### src/sprs_pkg.sv
`timescale 1ns / 1ps
package sprs_pkg;

  localparam int REG_COUNT_DEF = 256;

  localparam int IDENT_W = 24;
  localparam int CFG_W   = 24;
  localparam int BYTE_W  = 8;

  localparam logic CFG_SERIALIZER_MODE = 1'b0;
  localparam logic CFG_PANEL_IDENTITY  = 1'b1;

  localparam logic [7:0] ID_FIRST    = 8'hDA;
  localparam logic [7:0] ID_LAST     = 8'hDC;
  localparam logic [7:0] ENTER_REGS  = 8'hDE;
  localparam logic [7:0] ADDR_MASK   = 8'h7F;
  localparam logic [7:0] STATUS_ADDR = 8'h15;
  localparam logic [7:0] READY_BIT   = 8'h01;
  localparam logic [IDENT_W-1:0] IDENT_RESET = 24'hB3C21A;

  typedef struct packed {
    logic capture;
    logic exec;
  } sprs_cmd_t;

  typedef struct packed {
    logic out_busy;
  } sprs_status_t;

endpackage

### src/sprs_in_if.sv
`timescale 1ns / 1ps
interface sprs_in_if;
  logic       valid;
  logic       ready;
  logic       cmd;
  logic [7:0] mosi_byte;

  modport source (output valid, output cmd, output mosi_byte, input ready);
  modport sink   (input valid, input cmd, input mosi_byte, output ready);
endinterface

### src/sprs_out_if.sv
`timescale 1ns / 1ps
interface sprs_out_if;
  logic       valid;
  logic       ready;
  logic [7:0] miso_byte;

  modport source (output valid, output miso_byte, input ready);
  modport sink   (input valid, input miso_byte, output ready);
endinterface

### src/spi_panel_register_slave.sv
`timescale 1ns / 1ps
// The input transaction is captured with its register file read, then executed with the
// register file update into the registered result. A new transaction is not accepted until
// the last one has executed; it is held off while the result register is full and not taken.
// Reset (synchronous, active low) clears control state and all register file valid bits
// at once, so the register file reads as zero with no clearing pass.
module spi_panel_register_slave
  import sprs_pkg::*;
#(
  parameter int REG_COUNT = REG_COUNT_DEF
)(
  input  logic             clk,
  input  logic             rst_n,
  input  logic             cfg_we,
  input  logic             cfg_index,
  input  logic [CFG_W-1:0] cfg_wdata,
  sprs_in_if.sink          in_ch,
  sprs_out_if.source       out_ch
);

  sprs_cmd_t    dp_cmd;
  sprs_status_t dp_status;

  sprs_ctrl u_ctrl (
    .clk      (clk),
    .rst_n    (rst_n),
    .in_valid (in_ch.valid),
    .in_ready (in_ch.ready),
    .status   (dp_status),
    .cmd      (dp_cmd)
  );

  sprs_datapath #(
    .REG_COUNT (REG_COUNT)
  ) u_datapath (
    .clk           (clk),
    .rst_n         (rst_n),
    .cfg_we        (cfg_we),
    .cfg_index     (cfg_index),
    .cfg_wdata     (cfg_wdata),
    .in_cmd        (in_ch.cmd),
    .in_mosi_byte  (in_ch.mosi_byte),
    .out_valid     (out_ch.valid),
    .out_ready     (out_ch.ready),
    .out_miso_byte (out_ch.miso_byte),
    .cmd           (dp_cmd),
    .status        (dp_status)
  );

  a_one_at_a_time: assert property (@(posedge clk) disable iff (!rst_n)
    (in_ch.valid && in_ch.ready) |=> !in_ch.ready)
    else $error("input accepted while a transaction is in work");

  a_exec_loads_out: assert property (@(posedge clk) disable iff (!rst_n)
    dp_cmd.exec |=> out_ch.valid)
    else $error("executed transaction produced no result");

  a_cmd_exclusive: assert property (@(posedge clk) disable iff (!rst_n)
    $onehot0({dp_cmd.capture, dp_cmd.exec}))
    else $error("capture and exec issued together");

  a_exec_needs_room: assert property (@(posedge clk) disable iff (!rst_n)
    dp_cmd.exec |-> !(out_ch.valid && !out_ch.ready))
    else $error("result overwritten before it was taken");

endmodule

### src/sprs_ctrl.sv
`timescale 1ns / 1ps
module sprs_ctrl
  import sprs_pkg::*;
(
  input  logic         clk,
  input  logic         rst_n,
  input  logic         in_valid,
  output logic         in_ready,
  input  sprs_status_t status,
  output sprs_cmd_t    cmd
);

  localparam logic ST_IDLE = 1'b0;
  localparam logic ST_EXEC = 1'b1;

  logic state_r;
  logic state_nxt;

  always_comb begin
    state_nxt   = state_r;
    in_ready    = 1'b0;
    cmd.capture = 1'b0;
    cmd.exec    = 1'b0;
    case (state_r)
      ST_IDLE: begin
        in_ready = 1'b1;
        if (in_valid) begin
          cmd.capture = 1'b1;
          state_nxt   = ST_EXEC;
        end
      end
      ST_EXEC: begin
        if (!status.out_busy) begin
          cmd.exec  = 1'b1;
          state_nxt = ST_IDLE;
        end
      end
      default: state_nxt = ST_IDLE;
    endcase
  end

  always_ff @(posedge clk) begin
    if (!rst_n) begin
      state_r <= ST_IDLE;
    end else begin
      state_r <= state_nxt;
    end
  end

endmodule

### src/sprs_datapath.sv
`timescale 1ns / 1ps
module sprs_datapath
  import sprs_pkg::*;
#(
  parameter int REG_COUNT = REG_COUNT_DEF
)(
  input  logic              clk,
  input  logic              rst_n,
  input  logic              cfg_we,
  input  logic              cfg_index,
  input  logic [CFG_W-1:0]  cfg_wdata,
  input  logic              in_cmd,
  input  logic [BYTE_W-1:0] in_mosi_byte,
  output logic              out_valid,
  input  logic              out_ready,
  output logic [BYTE_W-1:0] out_miso_byte,
  input  sprs_cmd_t         cmd,
  output sprs_status_t      status
);

  localparam int ADDR_W = $clog2(REG_COUNT);

  logic [BYTE_W-1:0] mem [REG_COUNT];
  logic [REG_COUNT-1:0] valid_r;

  logic               mode_r;
  logic [IDENT_W-1:0] ident_r;
  logic [7:0]         latch_r, latch_nxt;
  logic               pending_r, pending_nxt;
  logic               cmd_q_r;
  logic [7:0]         byte_q_r;
  logic [7:0]         rdata_r;
  logic               rvalid_r;
  logic               out_valid_r, out_valid_nxt;
  logic [7:0]         out_byte_r, out_byte_nxt;

  logic [ADDR_W-1:0]  rd_addr;
  logic [ADDR_W-1:0]  wr_addr;
  logic [7:0]         wr_data;
  logic               mem_we;
  logic [7:0]         rd_val;
  logic [1:0]         id_off;
  logic [7:0]         id_byte;

  assign rd_addr = in_cmd ? STATUS_ADDR[ADDR_W-1:0] : (latch_r & ADDR_MASK);
  assign rd_val  = rvalid_r ? rdata_r : 8'h00;
  assign id_off  = latch_r[1:0] - ID_FIRST[1:0];

  always_comb begin
    case (id_off)
      2'd0:    id_byte = ident_r[7:0];
      2'd1:    id_byte = ident_r[15:8];
      2'd2:    id_byte = ident_r[23:16];
      default: id_byte = 8'h00;
    endcase
  end

  always_comb begin
    latch_nxt     = latch_r;
    pending_nxt   = pending_r;
    out_valid_nxt = out_valid_r && !out_ready;
    out_byte_nxt  = out_byte_r;
    mem_we        = 1'b0;
    wr_addr       = latch_r[ADDR_W-1:0];
    wr_data       = byte_q_r;
    if (cmd.exec) begin
      out_valid_nxt = 1'b1;
      out_byte_nxt  = 8'h00;
      if (cmd_q_r) begin
        if (!mode_r && pending_r && latch_r == ENTER_REGS) begin
          mem_we  = 1'b1;
          wr_addr = STATUS_ADDR[ADDR_W-1:0];
          wr_data = rd_val | READY_BIT;
        end
        pending_nxt = 1'b0;
      end else if (!mode_r && pending_r && (latch_r inside {[ID_FIRST:ID_LAST]})) begin
        out_byte_nxt = id_byte;
        pending_nxt  = 1'b0;
      end else if (!mode_r && pending_r && latch_r[7]) begin
        out_byte_nxt = rd_val;
        pending_nxt  = 1'b0;
      end else if (!pending_r) begin
        latch_nxt   = byte_q_r;
        pending_nxt = 1'b1;
      end else begin
        mem_we    = 1'b1;
        latch_nxt = latch_r + 8'd1;
      end
    end
  end

  always_ff @(posedge clk) begin
    if (mem_we) begin
      mem[wr_addr] <= wr_data;
    end
    if (cmd.capture) begin
      rdata_r <= mem[rd_addr];
    end
  end

  always_ff @(posedge clk) begin
    if (cmd.capture) begin
      cmd_q_r  <= in_cmd;
      byte_q_r <= in_mosi_byte;
    end
    out_byte_r <= out_byte_nxt;
  end

  always_ff @(posedge clk) begin
    if (!rst_n) begin
      valid_r     <= '0;
      rvalid_r    <= 1'b0;
      mode_r      <= 1'b0;
      ident_r     <= IDENT_RESET;
      latch_r     <= 8'h00;
      pending_r   <= 1'b0;
      out_valid_r <= 1'b0;
    end else begin
      if (mem_we) begin
        valid_r[wr_addr] <= 1'b1;
      end
      if (cmd.capture) begin
        rvalid_r <= valid_r[rd_addr];
      end
      if (cfg_we) begin
        case (cfg_index)
          CFG_SERIALIZER_MODE: mode_r  <= cfg_wdata[0];
          CFG_PANEL_IDENTITY:  ident_r <= cfg_wdata[IDENT_W-1:0];
          default: ;
        endcase
      end
      latch_r     <= latch_nxt;
      pending_r   <= pending_nxt;
      out_valid_r <= out_valid_nxt;
    end
  end

  assign out_valid       = out_valid_r;
  assign out_miso_byte   = out_byte_r;
  assign status.out_busy = out_valid_r && !out_ready;

endmodule

### src/flat_wrapper.sv
// flat-port wrapper written by rule: the top's interface ports become plain ports
module spi_panel_register_slave_flat import sprs_pkg::*;
#(
  parameter int REG_COUNT = REG_COUNT_DEF
)
  (clk, rst_n, cfg_we, cfg_index, cfg_wdata, in_ch_valid, in_ch_cmd, in_ch_mosi_byte, in_ch_ready, out_ch_valid, out_ch_miso_byte, out_ch_ready);
  sprs_in_if in_ch_i ();
  sprs_out_if out_ch_i ();
  input  logic clk;
  input  logic rst_n;
  input  logic cfg_we;
  input  logic cfg_index;
  input  logic [CFG_W-1:0] cfg_wdata;
  input wire logic [$bits(in_ch_i.valid)-1:0] in_ch_valid;
  input wire logic [$bits(in_ch_i.cmd)-1:0] in_ch_cmd;
  input wire logic [$bits(in_ch_i.mosi_byte)-1:0] in_ch_mosi_byte;
  output wire logic [$bits(in_ch_i.ready)-1:0] in_ch_ready;
  output wire logic [$bits(out_ch_i.valid)-1:0] out_ch_valid;
  output wire logic [$bits(out_ch_i.miso_byte)-1:0] out_ch_miso_byte;
  input wire logic [$bits(out_ch_i.ready)-1:0] out_ch_ready;
  assign in_ch_i.valid = in_ch_valid;
  assign in_ch_i.cmd = in_ch_cmd;
  assign in_ch_i.mosi_byte = in_ch_mosi_byte;
  assign in_ch_ready = in_ch_i.ready;
  assign out_ch_valid = out_ch_i.valid;
  assign out_ch_miso_byte = out_ch_i.miso_byte;
  assign out_ch_i.ready = out_ch_ready;
  spi_panel_register_slave #(.REG_COUNT(REG_COUNT)) u_core (.clk(clk), .rst_n(rst_n), .cfg_we(cfg_we), .cfg_index(cfg_index), .cfg_wdata(cfg_wdata), .in_ch(in_ch_i), .out_ch(out_ch_i));
endmodule
### config.mk
export PLATFORM = sky130hd
export DESIGN_NAME = spi_panel_register_slave_flat
export DESIGN_NICKNAME = d
export VERILOG_FILES = /design/src/sprs_pkg.sv /design/src/sprs_in_if.sv /design/src/sprs_out_if.sv /design/src/spi_panel_register_slave.sv /design/src/sprs_ctrl.sv /design/src/sprs_datapath.sv /design/src/flat_wrapper.sv
export SDC_FILE = /design/constraint.sdc
export NUM_CORES = 2
export LEC_CHECK = 0
export ABC_AREA = 1
export BUFFER_PORTS_ARGS = -buffer_cell sky130_fd_sc_hd__buf_4
export CAP_MARGIN = 20
export CORE_MARGIN = 5
export CORE_UTILIZATION = 40
export DETAILED_ROUTE_END_ITERATION = 10
export REMOVE_ABC_BUFFERS = 1
export SLEW_MARGIN = 20
export SYNTH_ARGS = -nofsm -noshare
export SYNTH_HDL_FRONTEND = slang
export SYNTH_HIERARCHICAL = 1
export SYNTH_SLANG_ARGS = --single-unit
### constraint.sdc
create_clock -name clk -period 7.2 [get_ports clk]
set_input_delay 0.36 -clock clk [delete_from_list [all_inputs] [get_ports clk]]
set_output_delay 0.36 -clock clk [all_outputs]
set_load 0.005 [all_outputs]
# Yosys cells after proc, flatten, opt, wreduce, memory -nomap -nowiden
# Memory sizes are Yosys's and may differ from the RTL's. A register that Yosys moved wholly into a read port is not among the register bits.
# Cells that the tools add are included.
# Widths: inputs -> output; s select.
# totals
register_bits	310
latch_bits	0
ram_bits	2048
rom_bits	0
input_bits	39
out_inout_bits	10
mem_count	1
# classes
add_sub_neg	2
multipliers	0
n_div	0
n_lt_le_gt_ge	5
eq_ne	3
shifts	0
mux	35
bitwise	6
reduce_logical	13
# memory_table
memory	words	word_bits	read_ports	rd_clocked_by_memory_dff	wr	line	rtl
u_core.u_datapath.mem	256	8	1	1	1	sprs_datapath.sv:23	logic [BYTE_W-1:0] mem [REG_COUNT];
# op_table
op	n
$or 256x256->256	1
$mux 8	10
$pmux 8 s3	1
$mux 1	20
$lt 7x9->1 const B	1
$lt 8x9->1 const B	1
$add 8x1->8 const B	1
$bmux 1 s8	1
$demux 1 s8	1
$eq 8x8->1 const B	1
$ge 8x1->1 const B	1
$ge 8x8->1 const B	1
$le 8x8->1 const B	1
$logic_and 1x1->1	7
$mux 7	1
$not 1->1	5
$reduce_and 2->1	2
$reduce_and 4->1	1
$eq 2x1->1 const B	1
$eq 2x2->1 const B	1
$logic_not 1->1	2
$logic_not 2->1	1
$pmux 1 s2	1
$sub 2x2->2 const B	1

# Depth between registers and ports, before layout
# depth
ltp_word	11
depth_mapped	16
ltp_nobuf	16

# Hierarchy
# The synthesis kept the hierarchy.
# by_module_without_submodules
module	instances	cells_per_inst	area_per_inst_um2
sprs_datapath	1	4443	50377.1
sprs_ctrl	1	10	56.3

# Least setup slack after synthesis
# No wires, ideal clock.
# synth_path
path_type	register to register
from	reg u_core.u_datapath.latch_r[0]
to	mem u_core.u_datapath.mem[0][1], data pin
setup_ns	1.197
t_arrival_ns	6.516
path_slack_ns	-0.513
path_stages_with_launch	9
synth_period_minus_slack_ns	7.713
path_cell_list	dfxtp_1 -> inv_4 -> ha_1 -> clkbuf_1 -> nand3_1 -> nor2_1 -> nand2_4 -> clkbuf_1 -> o21ai_0
# synth_via
elab_chain_len	5
# synth_lines
item	line	rtl
from (decl)	sprs_datapath.sv:28	logic [7:0] latch_r, latch_nxt;
from (signal assigned)	sprs_datapath.sv:132	latch_r <= latch_nxt;
$eq 8x8->1	sprs_datapath.sv:70	if (!mode_r && pending_r && latch_r == ENTER_REGS) begin
$logic_and 1x1->1	sprs_datapath.sv:70	
$mux 8	sprs_datapath.sv:70	
$mux 8	sprs_datapath.sv:69	if (cmd_q_r) begin
$mux 8	sprs_datapath.sv:66	if (cmd.exec) begin
net u_core.u_datapath.wr_data[1]	sprs_datapath.sv:39	logic [7:0] wr_data;
to (decl)	sprs_datapath.sv:23	
# The timed path passes the listed nets, and every way through them passes these cells.

# Final worst setup path
# layout_path
from	reg u_core.u_datapath.latch_r[0]
to	mem u_core.u_datapath.mem[12][3], data pin
# The elaborated chain is that of the path after synthesis.

==> flow_metrics.env <==
export IMPL_status="complete, no violations"
export IMPL_fin_cells=6178
export IMPL_synth_mux_area_frac=0
export IMPL_fill_cells=11400
export IMPL_gr_usage_all_layers=0.197
export IMPL_tightest_slew_ps=1160
export IMPL_insertion_delay_ps=720
export IMPL_ys_types=41
export IMPL_critPathMaxFanout=56
export IMPL_root_buffer="clkbuf_16"
export IMPL_num_rows=130
export IMPL_synthToLayoutAreaGrowth_pct=11.4
export IMPL_setup_viol=0
export IMPL_synth_warnings=6
export IMPL_syn_cell_area_um2=50400
export IMPL_grt_pass1_vias=32000
export IMPL_synth_largest_area_cell="edfxtp_1"
export IMPL_synth_fa_ha_area_frac=0.000992
export IMPL_max_stage_delay_ps=820
export IMPL_drive_above_1_share=0.0925
export IMPL_swShare=0.229
export IMPL_vdd_drop_max_uv=192
export IMPL_yosys_area_share_xor_xnor=0
export IMPL_multi_input_area_um2=13100
export IMPL_netlist_instances=4453
export IMPL_h_tree_depth=3
export IMPL_crit_chain="inv_4, ha_1, nand3_1, nor2_1, nand2_4, o21ai_4, buf_4, buf_4"
export IMPL_cp_arrival_ps=4460
export IMPL_vias=33400
export IMPL_cts_buffers=116
export IMPL_antenna_found_initial=1
export IMPL_regArea_um2=34800
export IMPL_start_util=0.402
export IMPL_grt_pass1_wl_mm=201
export IMPL_min_period_ps=4050
export IMPL_hpwl_mm=75.1
export IMPL_grt_start_max_net_pins=222
export IMPL_dr_pass1_iters=7
export IMPL_r2r_setup_slack_ps=3150
export IMPL_routed_via_density=5.41
export IMPL_synth_edff_count=1049
export IMPL_overflow=0
export IMPL_path_class="reg2reg"
export IMPL_clk_pin_slew_worst_paths_ps=60
export IMPL_die_area_um2=133000
export IMPL_core_area_um2=125000
export IMPL_clockPowerShare=0.410
export IMPL_pin_count=49
export IMPL_synth_seq_area_share=0.690
export IMPL_skew_ps=30.9
export IMPL_async_flop_share=0
export IMPL_hold_violations=0
export IMPL_antenna_cells=0
export IMPL_netlist_area_leader_share=0.625
export IMPL_synth_compound_area_frac=0.0826
export IMPL_power_switching_mw=3.39
export IMPL_power_density_nw_per_um2=264
export IMPL_power_leakage_nw=19.3
export IMPL_tns_ps=0
export IMPL_cts_sinks=1214
export IMPL_ys_top_cells_by_count="1049 x edfxtp_1, 724 x nor2_1, 621 x nand3_1"
export IMPL_rsz0062_at_grt="no"
export IMPL_drv_slew=0
export IMPL_hold_ws_ps=89.7
export IMPL_cts_buffer_depth=3
export IMPL_combPwrFrac=0.070
export IMPL_post_route_drc_count=0
export IMPL_numPortBuffers=48
export IMPL_maxCapViolCount=0
export IMPL_max_clock_freq_ghz=0.247
export IMPL_critical_path_slowest_cell="o21ai_4"
export IMPL_internal_power_mw=11.4
export IMPL_drt_total_wl_mm=133
export IMPL_tritoncts="built"
export IMPL_required_ps=7610
export IMPL_synth_area_leaders="edfxtp_1 62%, dfxtp_1 6.5%, nand3_1 6.2%"
export IMPL_cp_common_cell="buf_4"
export IMPL_synth_ff_latch_count=1214
export IMPL_drt_iter0_drc=3453
export IMPL_pwr_share_seq=0.520
export IMPL_synth_top_family_by_area="simple AND/OR/NAND/NOR gates"
export IMPL_slew_headroom=0.223
export IMPL_cp_start_kind="flip-flop"
export IMPL_final_nets=4469
export IMPL_place_inst=5918
export IMPL_avgRoutedWirePerCell_um=21.6
export IMPL_detail_route_antenna_nets=0
export IMPL_synth_flop_cell="edfxtp_1"
export IMPL_synthSimpleGateAreaFrac=0.174
export IMPL_yosysMostFrequentCell="edfxtp_1"
export IMPL_die_w_um=365
export IMPL_die_h_um=365
export IMPL_gp_congestion=0.876
export IMPL_cp_end_kind="flip-flop"
export IMPL_holdCritPathClass="in2reg"
export IMPL_post_cts_setup_buffer_count=0
export IMPL_avgSynthCellArea_um2=11.3
export IMPL_fin_crit_sh=0.562
[layout make-up]
type,count,area share
inverter,320,0.0216
timing repair buffer,140,0.0215
sequential,1214,0.620
multi-input combinational,2634,0.233
clock buffer,173,0.0593
clock inverter,47,0.00809
tap,1650,0.0368
[power groups by stage]
stage	Sequential (mW)	Clock [mW]	Combinational (mW)
floorplan	7.87	0	0.666
global placement	7.86	0	1.00
detailed placement	7.86	0	1.01
CTS	7.71	6.19	1.03
global route	7.71	6.49	1.13
finish	7.71	6.08	1.04
[repair_timing]
| item | 4_1_cts | 5_1_grt |
|---|---|---|
| gates resized for setup | 0 | 0 |
| hold buffers | 38 | 0 |
| endpoints found under the hold margin | 36 | 0 |
[cells in the final DEF (no fill, tap or decap), types with 97 or more instances in the layout]
cell	Yosys	final
clkbuf_16	0	118
or2_1	113	113
buf_4	24	97
a21oi_1	102	102
edfxtp_1	1049	1049
nand3_1	621	621
inv_1	304	301
nand2_1	351	351
o21ai_0	247	242
dfxtp_1	165	165
o211ai_1	264	264
nor2_1	724	716
[cells by family (layout without fill, tap and decap cells)]
group | after synthesis | after routing
buf+inv | 605 | 680
simple gates | 1944 | 1944
flops | 1214 | 1214
fa+ha+maj | 4 | 4
compound gates | 686 | 686
[stage by stage]
step | power (mW) | worst slack, ps | instance area, µm² | utilization
2_1_floorplan | 8.53 | -3260 | 49000 | -
3_3_place_gp | 8.86 | 3330 | 52000 | 0.414
3_5_place_dp | 8.87 | 3220 | 52000 | 0.414
4_1_cts | 14.9 | 3180 | 56100 | 0.448
5_1_grt | 15.3 | 2930 | 56200 | 0.448
6_report | 14.8 | 3150 | 56200 | 0.448
[per-layer routing]
| metal | wire length (µm) | track usage | up-vias |
|---|---|---|---|
| met1 | 56500 | 0.270 | 16400 |
| met4 | 4400 | 0.0693 | 2 |
| met2 | 62100 | 0.315 | 1188 |
| met5 | 12 | 0 | - |
| met3 | 10100 | 0.0379 | 230 |
| li1 | - | - | 15600 |
[worst paths after layout]
path | end | depth (start not counted) | startpoint
setup reg to reg | u_core/u_datapath/mem[12][3] | 8 | u_core/u_datapath/latch_r[0]
hold / removal | u_core/u_datapath/ident_r[3] | 2 | rst_n
hold reg to reg | u_core/u_datapath/valid_r[17] | 2 | u_core/u_datapath/valid_r[17]
setup / recovery | u_core/u_datapath/mem[12][3] | 8 | u_core/u_datapath/latch_r[0]
[worst max-delay path, delay by kind of cell, from the launching register on]
family / cells / cell delay, ps
AND/OR/NAND/NOR: 3 / 540
AO/OA/AOI/OAI: 1 / 820
flip-flops: 1 / 460
buffers and inverters: 3 / 1420
adder cells (fa/ha/maj): 1 / 420
[state kept, by name (all words and copies together), names as in the netlist, 8 cells and up]
signal / cells
u_core/u_datapath/latch_r: 8
u_core/u_datapath/out_miso_byte: 8
u_core/u_datapath/byte_q_r: 8
u_core/u_datapath/rdata_r: 8
u_core/u_datapath/ident_r: 24
u_core/u_datapath/mem: 1024
u_core/u_datapath/valid_r: 128
Note: power is estimated with default switching activity, not from simulation.
